===== src/design/lcdsm_pkg.sv =====
// ----------------------------------------------------------------------------
// lcdsm_pkg
// Shared types and timing constants for the LCD scanline and mode timer.
// ----------------------------------------------------------------------------
package lcdsm_pkg;

  // Line timing in dot cycles
  localparam logic [9:0] DOTS_PER_LINE = 10'd456;
  localparam logic [9:0] OAM_END       = 10'd80;
  localparam logic [9:0] DRAW_END      = 10'd252;

  // Line numbers
  localparam logic [7:0] LAST_LINE         = 8'd153;
  localparam logic [7:0] LAST_VISIBLE_LINE = 8'd143;
  localparam logic [7:0] VBLANK_LINE       = 8'h90;

  // Mode codes as shown in the status register
  localparam logic [1:0] MODE_HBLANK = 2'd0;
  localparam logic [1:0] MODE_VBLANK = 2'd1;
  localparam logic [1:0] MODE_OAM    = 2'd2;
  localparam logic [1:0] MODE_DRAW   = 2'd3;

  // Status interrupt enable bits
  localparam int unsigned EN_HBLANK  = 0;
  localparam int unsigned EN_VBLANK  = 1;
  localparam int unsigned EN_OAM     = 2;
  localparam int unsigned EN_COMPARE = 3;

  localparam int unsigned IN_DATA_W  = 24;
  localparam int unsigned OUT_DATA_W = 16;

  // One input transaction, highest field first
  typedef struct packed {
    logic [3:0] stat_enables;
    logic [7:0] compare_line;
    logic       lcd_enable;
    logic [5:0] cycles;
  } in_item_t;

  // One result transaction, highest field first
  typedef struct packed {
    logic       frame_done;
    logic       draw_line;
    logic       vblank_irq;
    logic       stat_irq;
    logic       coincidence;
    logic [1:0] mode;
    logic [7:0] line;
  } out_item_t;

endpackage


===== src/design/lcd_scanline_mode_timer.sv =====
// ----------------------------------------------------------------------------
// lcd_scanline_mode_timer
// Scanline counter and display mode sequencer for an LCD controller.
// ----------------------------------------------------------------------------
// Usage:
//   Slave stream (s_tvalid/s_tready/s_tdata) takes one transaction per batch
//   of elapsed dot cycles together with the enable bit, the line compare
//   value and the status interrupt enables. Master stream (m_tvalid/m_tready/
//   m_tdata) returns exactly one result per input: line, mode, compare flag,
//   interrupt requests and the draw and frame strobes.
//   An accepted input goes to an input register, then through one pass of
//   add/compare logic into the result register, which also updates the
//   dot, line, mode and compare state. Throughput is one transaction per
//   cycle while m_tready is high; the state update path (one 10-bit add,
//   subtract and compares) is combinational.
//   Reset (rst, synchronous) empties both registers and clears the dot
//   counter, line, mode (hblank) and compare flag.
//   When the receiver stalls, the result holds in the output register and
//   one more input is taken into the input register; s_tready then drops
//   until the result is taken.
// ----------------------------------------------------------------------------
module lcd_scanline_mode_timer (
  input  logic                               clk,
  input  logic                               rst,
  input  logic                               s_tvalid,
  output logic                               s_tready,
  // [5:0] cycles, [6] lcd_enable, [14:7] compare_line, [18:15] stat_enables
  input  logic [lcdsm_pkg::IN_DATA_W-1:0]    s_tdata,
  output logic                               m_tvalid,
  input  logic                               m_tready,
  // [7:0] line, [9:8] mode, [10] coincidence, [11] stat_irq,
  // [12] vblank_irq, [13] draw_line, [14] frame_done
  output logic [lcdsm_pkg::OUT_DATA_W-1:0]   m_tdata
);
  import lcdsm_pkg::*;

  logic       in_valid;
  in_item_t   in_item;
  logic       advance;

  logic [9:0] dot_count;
  logic [7:0] line_reg;
  logic [1:0] mode_reg;
  logic       coincidence_reg;

  logic [9:0] dot_sum;
  logic [7:0] line_inc;
  logic [9:0] dot_next;
  logic [7:0] line_next;
  logic [1:0] mode_next;
  logic       coincidence_next;
  out_item_t  res_next;
  out_item_t  res;

  // Move the held item forward whenever the result register is free
  assign advance  = in_valid && (!m_tvalid || m_tready);
  assign s_tready = !in_valid || advance;

  // Input register
  always_ff @(posedge clk) begin
    if (rst) begin
      in_valid <= 1'b0;
    end else if (s_tready) begin
      in_valid <= s_tvalid;
    end
  end

  always_ff @(posedge clk) begin
    if (s_tready && s_tvalid) begin
      in_item <= in_item_t'(s_tdata[$bits(in_item_t)-1:0]);
    end
  end

  // Step the dot counter, line and mode for one transaction
  always_comb begin
    dot_sum          = dot_count + {4'd0, in_item.cycles};
    line_inc         = line_reg + 8'd1;
    dot_next         = dot_count;
    line_next        = line_reg;
    mode_next        = mode_reg;
    coincidence_next = coincidence_reg;
    res_next         = '0;
    if (in_item.lcd_enable) begin
      dot_next = dot_sum;
      // Advance the line past the end of a line
      if (dot_sum > DOTS_PER_LINE) begin
        line_next        = line_inc;
        coincidence_next = (line_inc == in_item.compare_line);
        if (coincidence_next && in_item.stat_enables[EN_COMPARE]) begin
          res_next.stat_irq = 1'b1;
        end
        // Wrap to the top of the frame
        if (line_inc > LAST_LINE) begin
          res_next.frame_done = 1'b1;
          mode_next           = MODE_OAM;
          line_next           = 8'd0;
          if (in_item.stat_enables[EN_OAM]) begin
            res_next.stat_irq = 1'b1;
          end
        end
        dot_next = dot_sum - DOTS_PER_LINE;
      end
      // Select the mode from line and dot position
      if (line_next > LAST_VISIBLE_LINE) begin
        if (mode_next != MODE_VBLANK) begin
          mode_next = MODE_VBLANK;
          if (in_item.stat_enables[EN_VBLANK]) begin
            res_next.stat_irq = 1'b1;
          end
          if (line_next == VBLANK_LINE) begin
            res_next.vblank_irq = 1'b1;
          end
        end
      end else if (dot_next <= OAM_END) begin
        mode_next = MODE_OAM;
      end else if (dot_next <= DRAW_END) begin
        if (mode_next != MODE_DRAW) begin
          res_next.draw_line = 1'b1;
          mode_next          = MODE_DRAW;
        end
      end else if (dot_next <= DOTS_PER_LINE) begin
        if (mode_next != MODE_HBLANK) begin
          mode_next = MODE_HBLANK;
          if (in_item.stat_enables[EN_HBLANK]) begin
            res_next.stat_irq = 1'b1;
          end
        end
      end
    end else begin
      line_next = 8'd0;
    end
    res_next.line        = line_next;
    res_next.mode        = mode_next;
    res_next.coincidence = coincidence_next;
  end

  // Timer state, updated once per processed transaction
  always_ff @(posedge clk) begin
    if (rst) begin
      dot_count       <= '0;
      line_reg        <= '0;
      mode_reg        <= MODE_HBLANK;
      coincidence_reg <= 1'b0;
    end else if (advance) begin
      dot_count       <= dot_next;
      line_reg        <= line_next;
      mode_reg        <= mode_next;
      coincidence_reg <= coincidence_next;
    end
  end

  // Result register
  always_ff @(posedge clk) begin
    if (rst) begin
      m_tvalid <= 1'b0;
    end else if (advance) begin
      m_tvalid <= 1'b1;
    end else if (m_tready) begin
      m_tvalid <= 1'b0;
    end
  end

  always_ff @(posedge clk) begin
    if (advance) begin
      res <= res_next;
    end
  end

  assign m_tdata = {{(OUT_DATA_W - $bits(out_item_t)){1'b0}}, res};

endmodule


===== config.mk =====
export PLATFORM = sky130hd
export DESIGN_NAME = lcd_scanline_mode_timer
export DESIGN_NICKNAME = d
export VERILOG_FILES = /design/src/design/lcdsm_pkg.sv /design/src/design/lcd_scanline_mode_timer.sv
export SDC_FILE = /design/constraint.sdc
export NUM_CORES = 1
export LEC_CHECK = 0
export CORE_MARGIN = 3
export CORE_UTILIZATION = 35
export CTS_BUF_LIST = sky130_fd_sc_hd__clkbuf_2 sky130_fd_sc_hd__clkbuf_4 sky130_fd_sc_hd__clkbuf_8
export CTS_CLUSTER_SIZE = 14
export DETAILED_ROUTE_END_ITERATION = 7
export DONT_BUFFER_PORTS = 1
export PLACE_DENSITY_LB_ADDON = 0.1
export SLEW_MARGIN = 15
export SYNTH_ARGS = -nofsm -noshare
export SYNTH_HDL_FRONTEND = slang
export SYNTH_SLANG_ARGS = --single-unit

===== constraint.sdc =====
create_clock -name clk -period 9.7 [get_ports clk]
set_clock_uncertainty 0.05 [all_clocks]
set_input_delay 0.485 -clock clk [delete_from_list [all_inputs] [get_ports clk]]
set_output_delay 0.485 -clock clk [all_outputs]
set_load 0.03 [all_outputs]

==> key figures, run 1 <==
Finish
  • Synth-to-layout area growth: 7.998%
  • Biggest register: in_item
  • Layout fillers: 959
  • NumNets Final: 412
  • Antenna diodes: 0
  • Flip-flop count of the largest register after layout: 19
  • Proportion of layout cells with a drive suffix above 1: 0.08466

Setup path
  • CP endpoint kind: flop
  • Critical path, cell by cell: ha_1 > a211oi_2 > o21bai_1 > and2_1 > ha_1 > nand4b_1 > mux2i_1 > or3_1 > o21a_4 > o21ai_0 > nor3_1 > o31ai_1 > a31oi_1
  • R2r setup slk: 5.56 ns
  • Critical Path Stages: 13
  • Critical path class: flop to flop
  • Slowest-stage cell, CP: o21ai_0
  • CP max stage delay: 0.46 ns
  • Crit path max-delay family: compound AO/OA/AOI/OAI gates
  • Buf/Inv on CP: 0
  • Worst setup path end: m_tdata[8]
  • Crit Reg-Reg Endpoint: m_tdata[8]
  • CP most frequent cell: ha_1
  • Crit. Startpoint: in_item[1]
  • Critical Path AT: 4.15 ns
  • Register-to-Register Path Depth: 13
  • Reg2Reg Launch Point: in_item[1]
  • CP max FO: 23
  • Critical Path RT: 9.71 ns
  • CP startpoint kind: flop

Pwr
  • Sw Share: 0.2671
  • Combinational power share: 0.118
  • Leak: 1.218 nW
  • NetSw: 0.1564 mW
  • Internal: 0.4291 mW
  • Clock power frac: 0.403
  • Flop pwr share: 0.479
  • Power, Total: 0.5855 mW
  • Pwr per Cell Area: 155.4 mW/mm^2
  • Peak supply drop: 0.09026 mV

Logic synthesis
  • Unique masters post-synth: 69
  • Yosys warning total: 0
  • Synthesized area: 0.003488 mm^2
  • Post-synth ARST share: 0
  • Syn_area_per_cell: 9.084 um^2
  • Cells after Synth: 384
  • Flops & latches, synth: 57
  • Synthesized Nets: 423
  • Post-synth EDFFs: 34
  • Sequential area share after synthesis: 0.4247
  • Post-synth top flop: edfxtp_1

Die
  • Placeable Area: 0.009459 mm^2
  • Die Y: 105.8 um
  • Die X-Extent: 105.8 um
  • Starting Density: 0.3688
  • Die area: 0.01120 mm^2
  • Num rows: 35
  • I/O Pins: 46

Routing
  • DRC viols: 0
  • Routed Antenna Nets: 0
  • Avg WL per Cell: 16.43 um
  • Vias after detailed routing: 2778
  • Drt initial violations: 197
  • Vias per inst: 5.479
  • Routed WL: 8331 um
  • DRT Pass-1 Iters: 4

GRT
  • Vias in the first global route: 2687
  • Largest net degree at the start of global routing: 27
  • First-pass GRT wire length: 14120 um
  • Initial antenna violation count: 0
  • GRT Overall Usage: 0.1597
  • Total grt overflow: 0

STA
  • F_max: 0.2416 GHz
  • RSZ-0062 raised after global routing: no
  • Setup TNS: 0 ns
  • Fin. Hold Viols: 0
  • Slew headroom: 0.3628
  • Tmin final: 4.139 ns
  • Tcrit/Tclk final: 0.4267
  • Worst slew pin tran: 0.9548 ns
  • Max-slew violation count: 0
  • # setup viols final: 0

CTS
  • Worst-Skew Late Latency: 0.34 ns
  • H-tree depth: 3
  • Clock sink count: 57
  • Cts repair resizes: 0
  • Setup bufs post-CTS: 0
  • Cts hold-fix bufs: 0
  • CTS tree: done
  • Maximum clock path buffer count: 2
  • CTS Root Cell: clkbuf_8
  • Num CTS Buffers: 9
  • Clk pin slew, worst setup/hold paths: 0.08 ns

Placed design
  • DP Wirelength: 5873 um
  • Port bufs: 0
  • GPL Wtd Cong: 0.8654

Min path
  • Hold crit path type: input pin to flop
  • Hold Crit Start: rst

Job
  • Max capacitance violation total: 0

Run status
  • Status: complete, no violations
-- final cells by class --
| cell class | instances | area (um^2) | share of cell area |
|---|---|---|---|
| flip-flops and latches | 57 | 1481 | 0.3932 |
| well taps | 129 | 161.4 | 0.04284 |
| clock inverters | 4 | 51.30 | 0.01362 |
| clock buffers | 12 | 158.9 | 0.04218 |
| multi-input cells | 293 | 1858 | 0.4932 |
| repair buffers | 3 | 22.52 | 0.005978 |
| inverters | 9 | 33.78 | 0.008967 |
-- layout by cell type (no fill, tap or decap), types with 5 or more instances in the layout --
cell type and n:
o211ai_1 7, xor2_1 7, or3_1 5, nor4_1 5, a21oi_1 26, edfxtp_1 34
xnor2_1 15, nor3_1 12, nand2_1 47, inv_1 9, dfxtp_1 23, clkbuf_8 11
a31oi_1 5, o21ai_0 15, a211oi_1 6, and2_1 10, nor2_1 29, nand3_1 16
ha_1 10
-- cell families (layout without fill, tap and decap cells) --
kind of cell | Yosys count | count (layout) | share of synthesized area
adders and majority gates | 11 | 11 | 0.04161
and+or+nand+nor | 144 | 144 | 0.1998
muxes | 5 | 5 | 0.01471
other | 1 | 1 | 0.001075
DFF | 57 | 57 | 0.4247
AOI/OAI and AO/OA | 110 | 110 | 0.2202
buffers and inverters | 34 | 28 | 0.04268
xor gates and xnor gates | 22 | 22 | 0.05524
-- worst register-to-register path, delay by kind of cell, from the launching register on --
kind,cells,cell delay [ns]
DFF,1,0.42
AOI/OAI and AO/OA,6,1.81
adders and majority gates,2,0.55
muxes,1,0.14
and+or+nand+nor,4,0.91
-- layer usage --
metal,part of all wire,vias up,global-route usage
li1,-,1391,-
met1,0.52,1311,0.2471
met2,0.41,68,0.2136
met3,0.051,8,0.03674
met4,0.011,0,0.05643
met5,0,-,0
-- worst min path at each step --
stage / slack [ns] / depth (start not counted) / to
after floorplan: 0.38 / 2 / coincidence_reg
after global placement: 0.38 / 2 / coincidence_reg
after detailed placement: 0.40 / 2 / coincidence_reg
after CTS: 0.14 / 1 / line_reg[5]
after global routing: 0.14 / 1 / line_reg[7]
final: 0.17 / 1 / dot_count[6]
-- synthesized netlist by cell type (3+ instances only) --
cell       n  share of area
a211oi_1   6          0.013
a21boi_0   3         0.0065
a21boi_1   4         0.0086
a21oi_1   26          0.037
a22oi_1    3         0.0065
a31oi_1    5         0.0090
and2_1    10          0.018
buf_2      8          0.011
clkbuf_1  14          0.015
dfxtp_1   23           0.13
edfxtp_1  34           0.29
ha_1      10          0.036
inv_1      9         0.0097
mux2i_1    4          0.011
nand2_1   47          0.051
nand3_1   16          0.023
nand4_1    3         0.0054
nor2_1    29          0.031
nor2b_1    3         0.0054
nor3_1    12          0.017
nor4_1     5         0.0090
o211ai_1   7          0.015
o21a_1     4         0.0086
o21ai_0   15          0.022
o21ai_1    4         0.0057
o22ai_1    3         0.0054
or3_1      5         0.0090
xnor2_1   15          0.038
xor2_1     7          0.018
-- through the flow --
step	hold WS (ns)	std cells	utilization	setup slack, ns	area, um^2
after global routing	0.1421	507	0.3983	5.288	3767
after detailed placement	0.3962	491	0.3761	5.624	3557
after floorplan	0.3829	384	-	6.087	3488
final	0.1665	507	0.3983	5.561	3767
after global placement	0.3839	491	0.3761	5.614	3557
after CTS	0.1438	507	0.3983	5.574	3767
-- power groups by stage --
stage | registers [mW] | clock network [mW] | logic [mW]
final | 0.281 | 0.236 | 0.0691
after global routing | 0.282 | 0.259 | 0.0781
after floorplan | 0.283 | 0 | 0.0580
after CTS | 0.281 | 0.244 | 0.0693
after global placement | 0.286 | 0 | 0.0688
after detailed placement | 0.286 | 0 | 0.0690
Power figures use the tool's default switching activity.
==> inputs of run 2 (changes only) <==
Settings changed: ABC_AREA set to 1.
Clock period 9.7 ns to 4.2 ns, I/O delays scaled along.
==> key figures, run 2 <==
Run status
  • Status: complete, no violations

CTS
  • Clock sink count: 57 (unchanged)
  • CTS tree: done
  • H-tree depth: 3 (unchanged)
  • Cts repair resizes: 0 (unchanged)
  • Clk pin slew, worst setup/hold paths: 0.06 ns (-0.02 ns)
  • Num CTS Buffers: 9 (unchanged)
  • CTS Root Cell: clkbuf_8
  • Worst-Skew Late Latency: 0.34 ns (about the same)
  • Maximum clock path buffer count: 2 (unchanged)

Finish
  • Commonest cells after routing, fill and taps aside: 93 x nand2_1, 48 x inv_1, 34 x nor2_1, 34 x edfxtp_1, 25 x nand3_1
  • Synth-to-layout area growth: 15.96%
  • Biggest register: in_item
  • Flip-flop count of the largest register after layout: 19 (unchanged)
  • NumNets Final: 464 (+13%)
  • Antenna diodes: 0 (unchanged)
  • Proportion of layout cells with a drive suffix above 1: 0.1256 (+0.04093)
  • Commonest non-fill, non-tap cell in the layout: nand2_1

Logic synthesis
  • Flops & latches, synth: 57 (unchanged)
  • Synthesized Nets: 439 (+3.8%)
  • Sequential area share after synthesis: 0.4543 (+0.02966)
  • Post-synth EDFFs: 34 (unchanged)
  • Cells after Synth: 400 (+4.2%)
  • Synth top area share: 0.3131 (+0.02044)
  • Top cells by area, synth: edfxtp_1 31%, dfxtp_1 14%, nand2_1 11%
  • Yosys warning total: 0 (unchanged)
  • Post-synth ARST share: 0 (unchanged)
  • Top-count cell post-synth: nand2_1
  • Synthesized area: 0.003261 mm^2 (-6.5%)
  • Synth area leader: edfxtp_1
  • Synth cell count leaders: 93 x nand2_1, 48 x inv_1, 34 x edfxtp_1, 34 x nor2_1, 25 x nand3_1
  • Syn_area_per_cell: 8.152 um^2 (-10%)
  • Unique masters post-synth: 42 (-39%)
  • Post-synth top flop: edfxtp_1

Pwr
  • Pwr per Cell Area: 366.9 mW/mm^2 (+140%)
  • Leak: 1.567 nW (+29%)
  • Peak supply drop: 0.2074 mV (+130%)
  • Power, Total: 1.387 mW (+140%)

Routing
  • DRC viols: 0 (unchanged)
  • Routed WL: 7281 um (-13%)
  • Drt initial violations: 102 (-48%)
  • Vias after detailed routing: 2545 (-8.4%)
  • Avg WL per Cell: 13.53 um (-18%)
  • DRT Pass-1 Iters: 4 (unchanged)
  • Routed Antenna Nets: 0 (unchanged)
  • Vias per inst: 4.730 (-14%)

Min path
  • Hold crit path type: input pin to flop

GRT
  • First-pass GRT wire length: 12020 um (-15%)
  • GRT Overall Usage: 0.1507 (-0.008983)
  • Initial antenna violation count: 0 (unchanged)
  • Largest net degree at the start of global routing: 25 (-7.4%)
  • Total grt overflow: 0 (unchanged)
  • Vias in the first global route: 2386 (-11%)

STA
  • Max-slew violation count: 0 (unchanged)
  • F_max: 0.2715 GHz (+12%)
  • Fin. Hold Viols: 0 (unchanged)
  • RSZ-0062 raised after global routing: no
  • Setup TNS: 0 ns (unchanged)
  • Tcrit/Tclk final: 0.8770 (+0.4503)
  • Slew headroom: 0.4434 (+0.08063)
  • Tmin final: 3.683 ns (-0.4559 ns)
  • # setup viols final: 0 (unchanged)
  • Worst slew pin tran: 0.8340 ns (-0.1208 ns)

Die
  • Starting Density: 0.3667 (-0.002051)
  • Num rows: 34 (-2.9%)
  • I/O Pins: 46 (unchanged)
  • Die X-Extent: 102.5 um (-3.1%)
  • Placeable Area: 0.008891 mm^2 (-6.0%)
  • Die Y: 102.5 um (-3.1%)
  • Die area: 0.01051 mm^2 (-6.2%)

Placed design
  • GPL Wtd Cong: 0.7789 (-10%)
  • Port bufs: 0 (unchanged)
  • DP Wirelength: 5244 um (-11%)

Job
  • Max capacitance violation total: 0 (unchanged)

Setup path
  • CP startpoint kind: flop
  • CP max FO: 23 (unchanged)
  • Critical Path RT: 4.21 ns (-5.50 ns)
  • Critical path class: flop to flop
  • CP endpoint kind: flop
  • Critical Path AT: 3.69 ns (-0.46 ns)
[run 2: changes by cell type in the layout (fill, tap and decap cells not counted), sizes merged, moves of 8 or more]
cell / delta
nor3: -8
o21ai: +9
nand2: +61
nand3: +11
dlygate4sd3: +21
inv: +46
and2: -10
[run 2: final cells by class]
| type | instances | area [um^2] |
|---|---|---|
| clock buffer | 13 | 166.4 |
| clock inverter | 3 | 40.04 |
| fill | 901 | 5110 |
| inverter | 56 | 210.2 |
| multi-input combinational | 278 | 1523 |
| sequential | 57 | 1481 |
| tap | 108 | 135.1 |
| timing repair buffer | 23 | 225.2 |
[run 2: worst max-delay path, cell delays in order (launching register included)]
cell and delay, ns:
edfxtp_1 0.37, ha_1 0.25, fa_1 0.42, nand3_1 0.14
nand4_1 0.08, nand2_1 0.13, inv_1 0.08, ha_1 0.19
inv_1 0.05, nor2_1 0.03, nand2_1 0.08, nand2_2 0.08
o21bai_4 0.52, nand2_1 0.11, nand2_1 0.15, inv_2 0.05
nor2_1 0.12, nand2_1 0.08, o21bai_2 0.21, nand2_1 0.09
nand2_1 0.08, a22oi_1 0.06
[run 2: cell families after synthesis]
group	count (synthesis)	synth area share
compound gates	63	0.1216
xor+xnor	14	0.03761
fa+ha+maj	11	0.04451
buf+inv	65	0.07866
flops	57	0.4543
other cells	1	0.001150
simple gates	189	0.2621
[run 2: per-stage QoR]
stage	instance area [um^2]	worst slack, ns	std cells	utilization	hold WS, ns
3_5_place_dp	3364	0.5340	501	0.3784	0.2381
4_1_cts	3781	0.5039	538	0.4253	0.004146
3_3_place_gp	3364	0.5748	501	0.3784	0.2351
2_1_floorplan	3261	1.225	400	-	0.2589
5_1_grt	3781	0.1046	538	0.4253	0.01583
6_report	3781	0.5166	538	0.4253	0.01821
[run 2: worst paths after layout]
check / cells past startpoint / slack, ns / from / end
max reg2reg: 21 / 0.52 / in_item[0] / m_tdata[8]
max: 21 / 0.52 / in_item[0] / m_tdata[8]
min: 3 / 0.02 / rst / dot_count[6]
min reg2reg: 2 / 0.44 / line_reg[7] / line_reg[7]
[run 2: power by group]
group          switching, mW  leakage, nW  internal (mW)
Combinational          0.125        0.940         0.0707
Sequential            0.0299        0.517          0.624
Clock                  0.220        0.110          0.318
Total                  0.375         1.57           1.01
[run 2: repair_timing]
| item | in CTS | in global routing |
|---|---|---|
| endpoints found under the hold margin | 34 | 0 |
| setup buffers | 0 | 0 |
| hold buffers | 21 | 0 |
[run 2: routing by layer]
metal / share of wire / vias up / track usage
met2: 0.41 / 54 / 0.2125
li1: - / 1367 / -
met3: 0.061 / 10 / 0.04736
met4: 0.012 / 0 / 0.04440
met5: 0 / - / 0
met1: 0.52 / 1114 / 0.2207
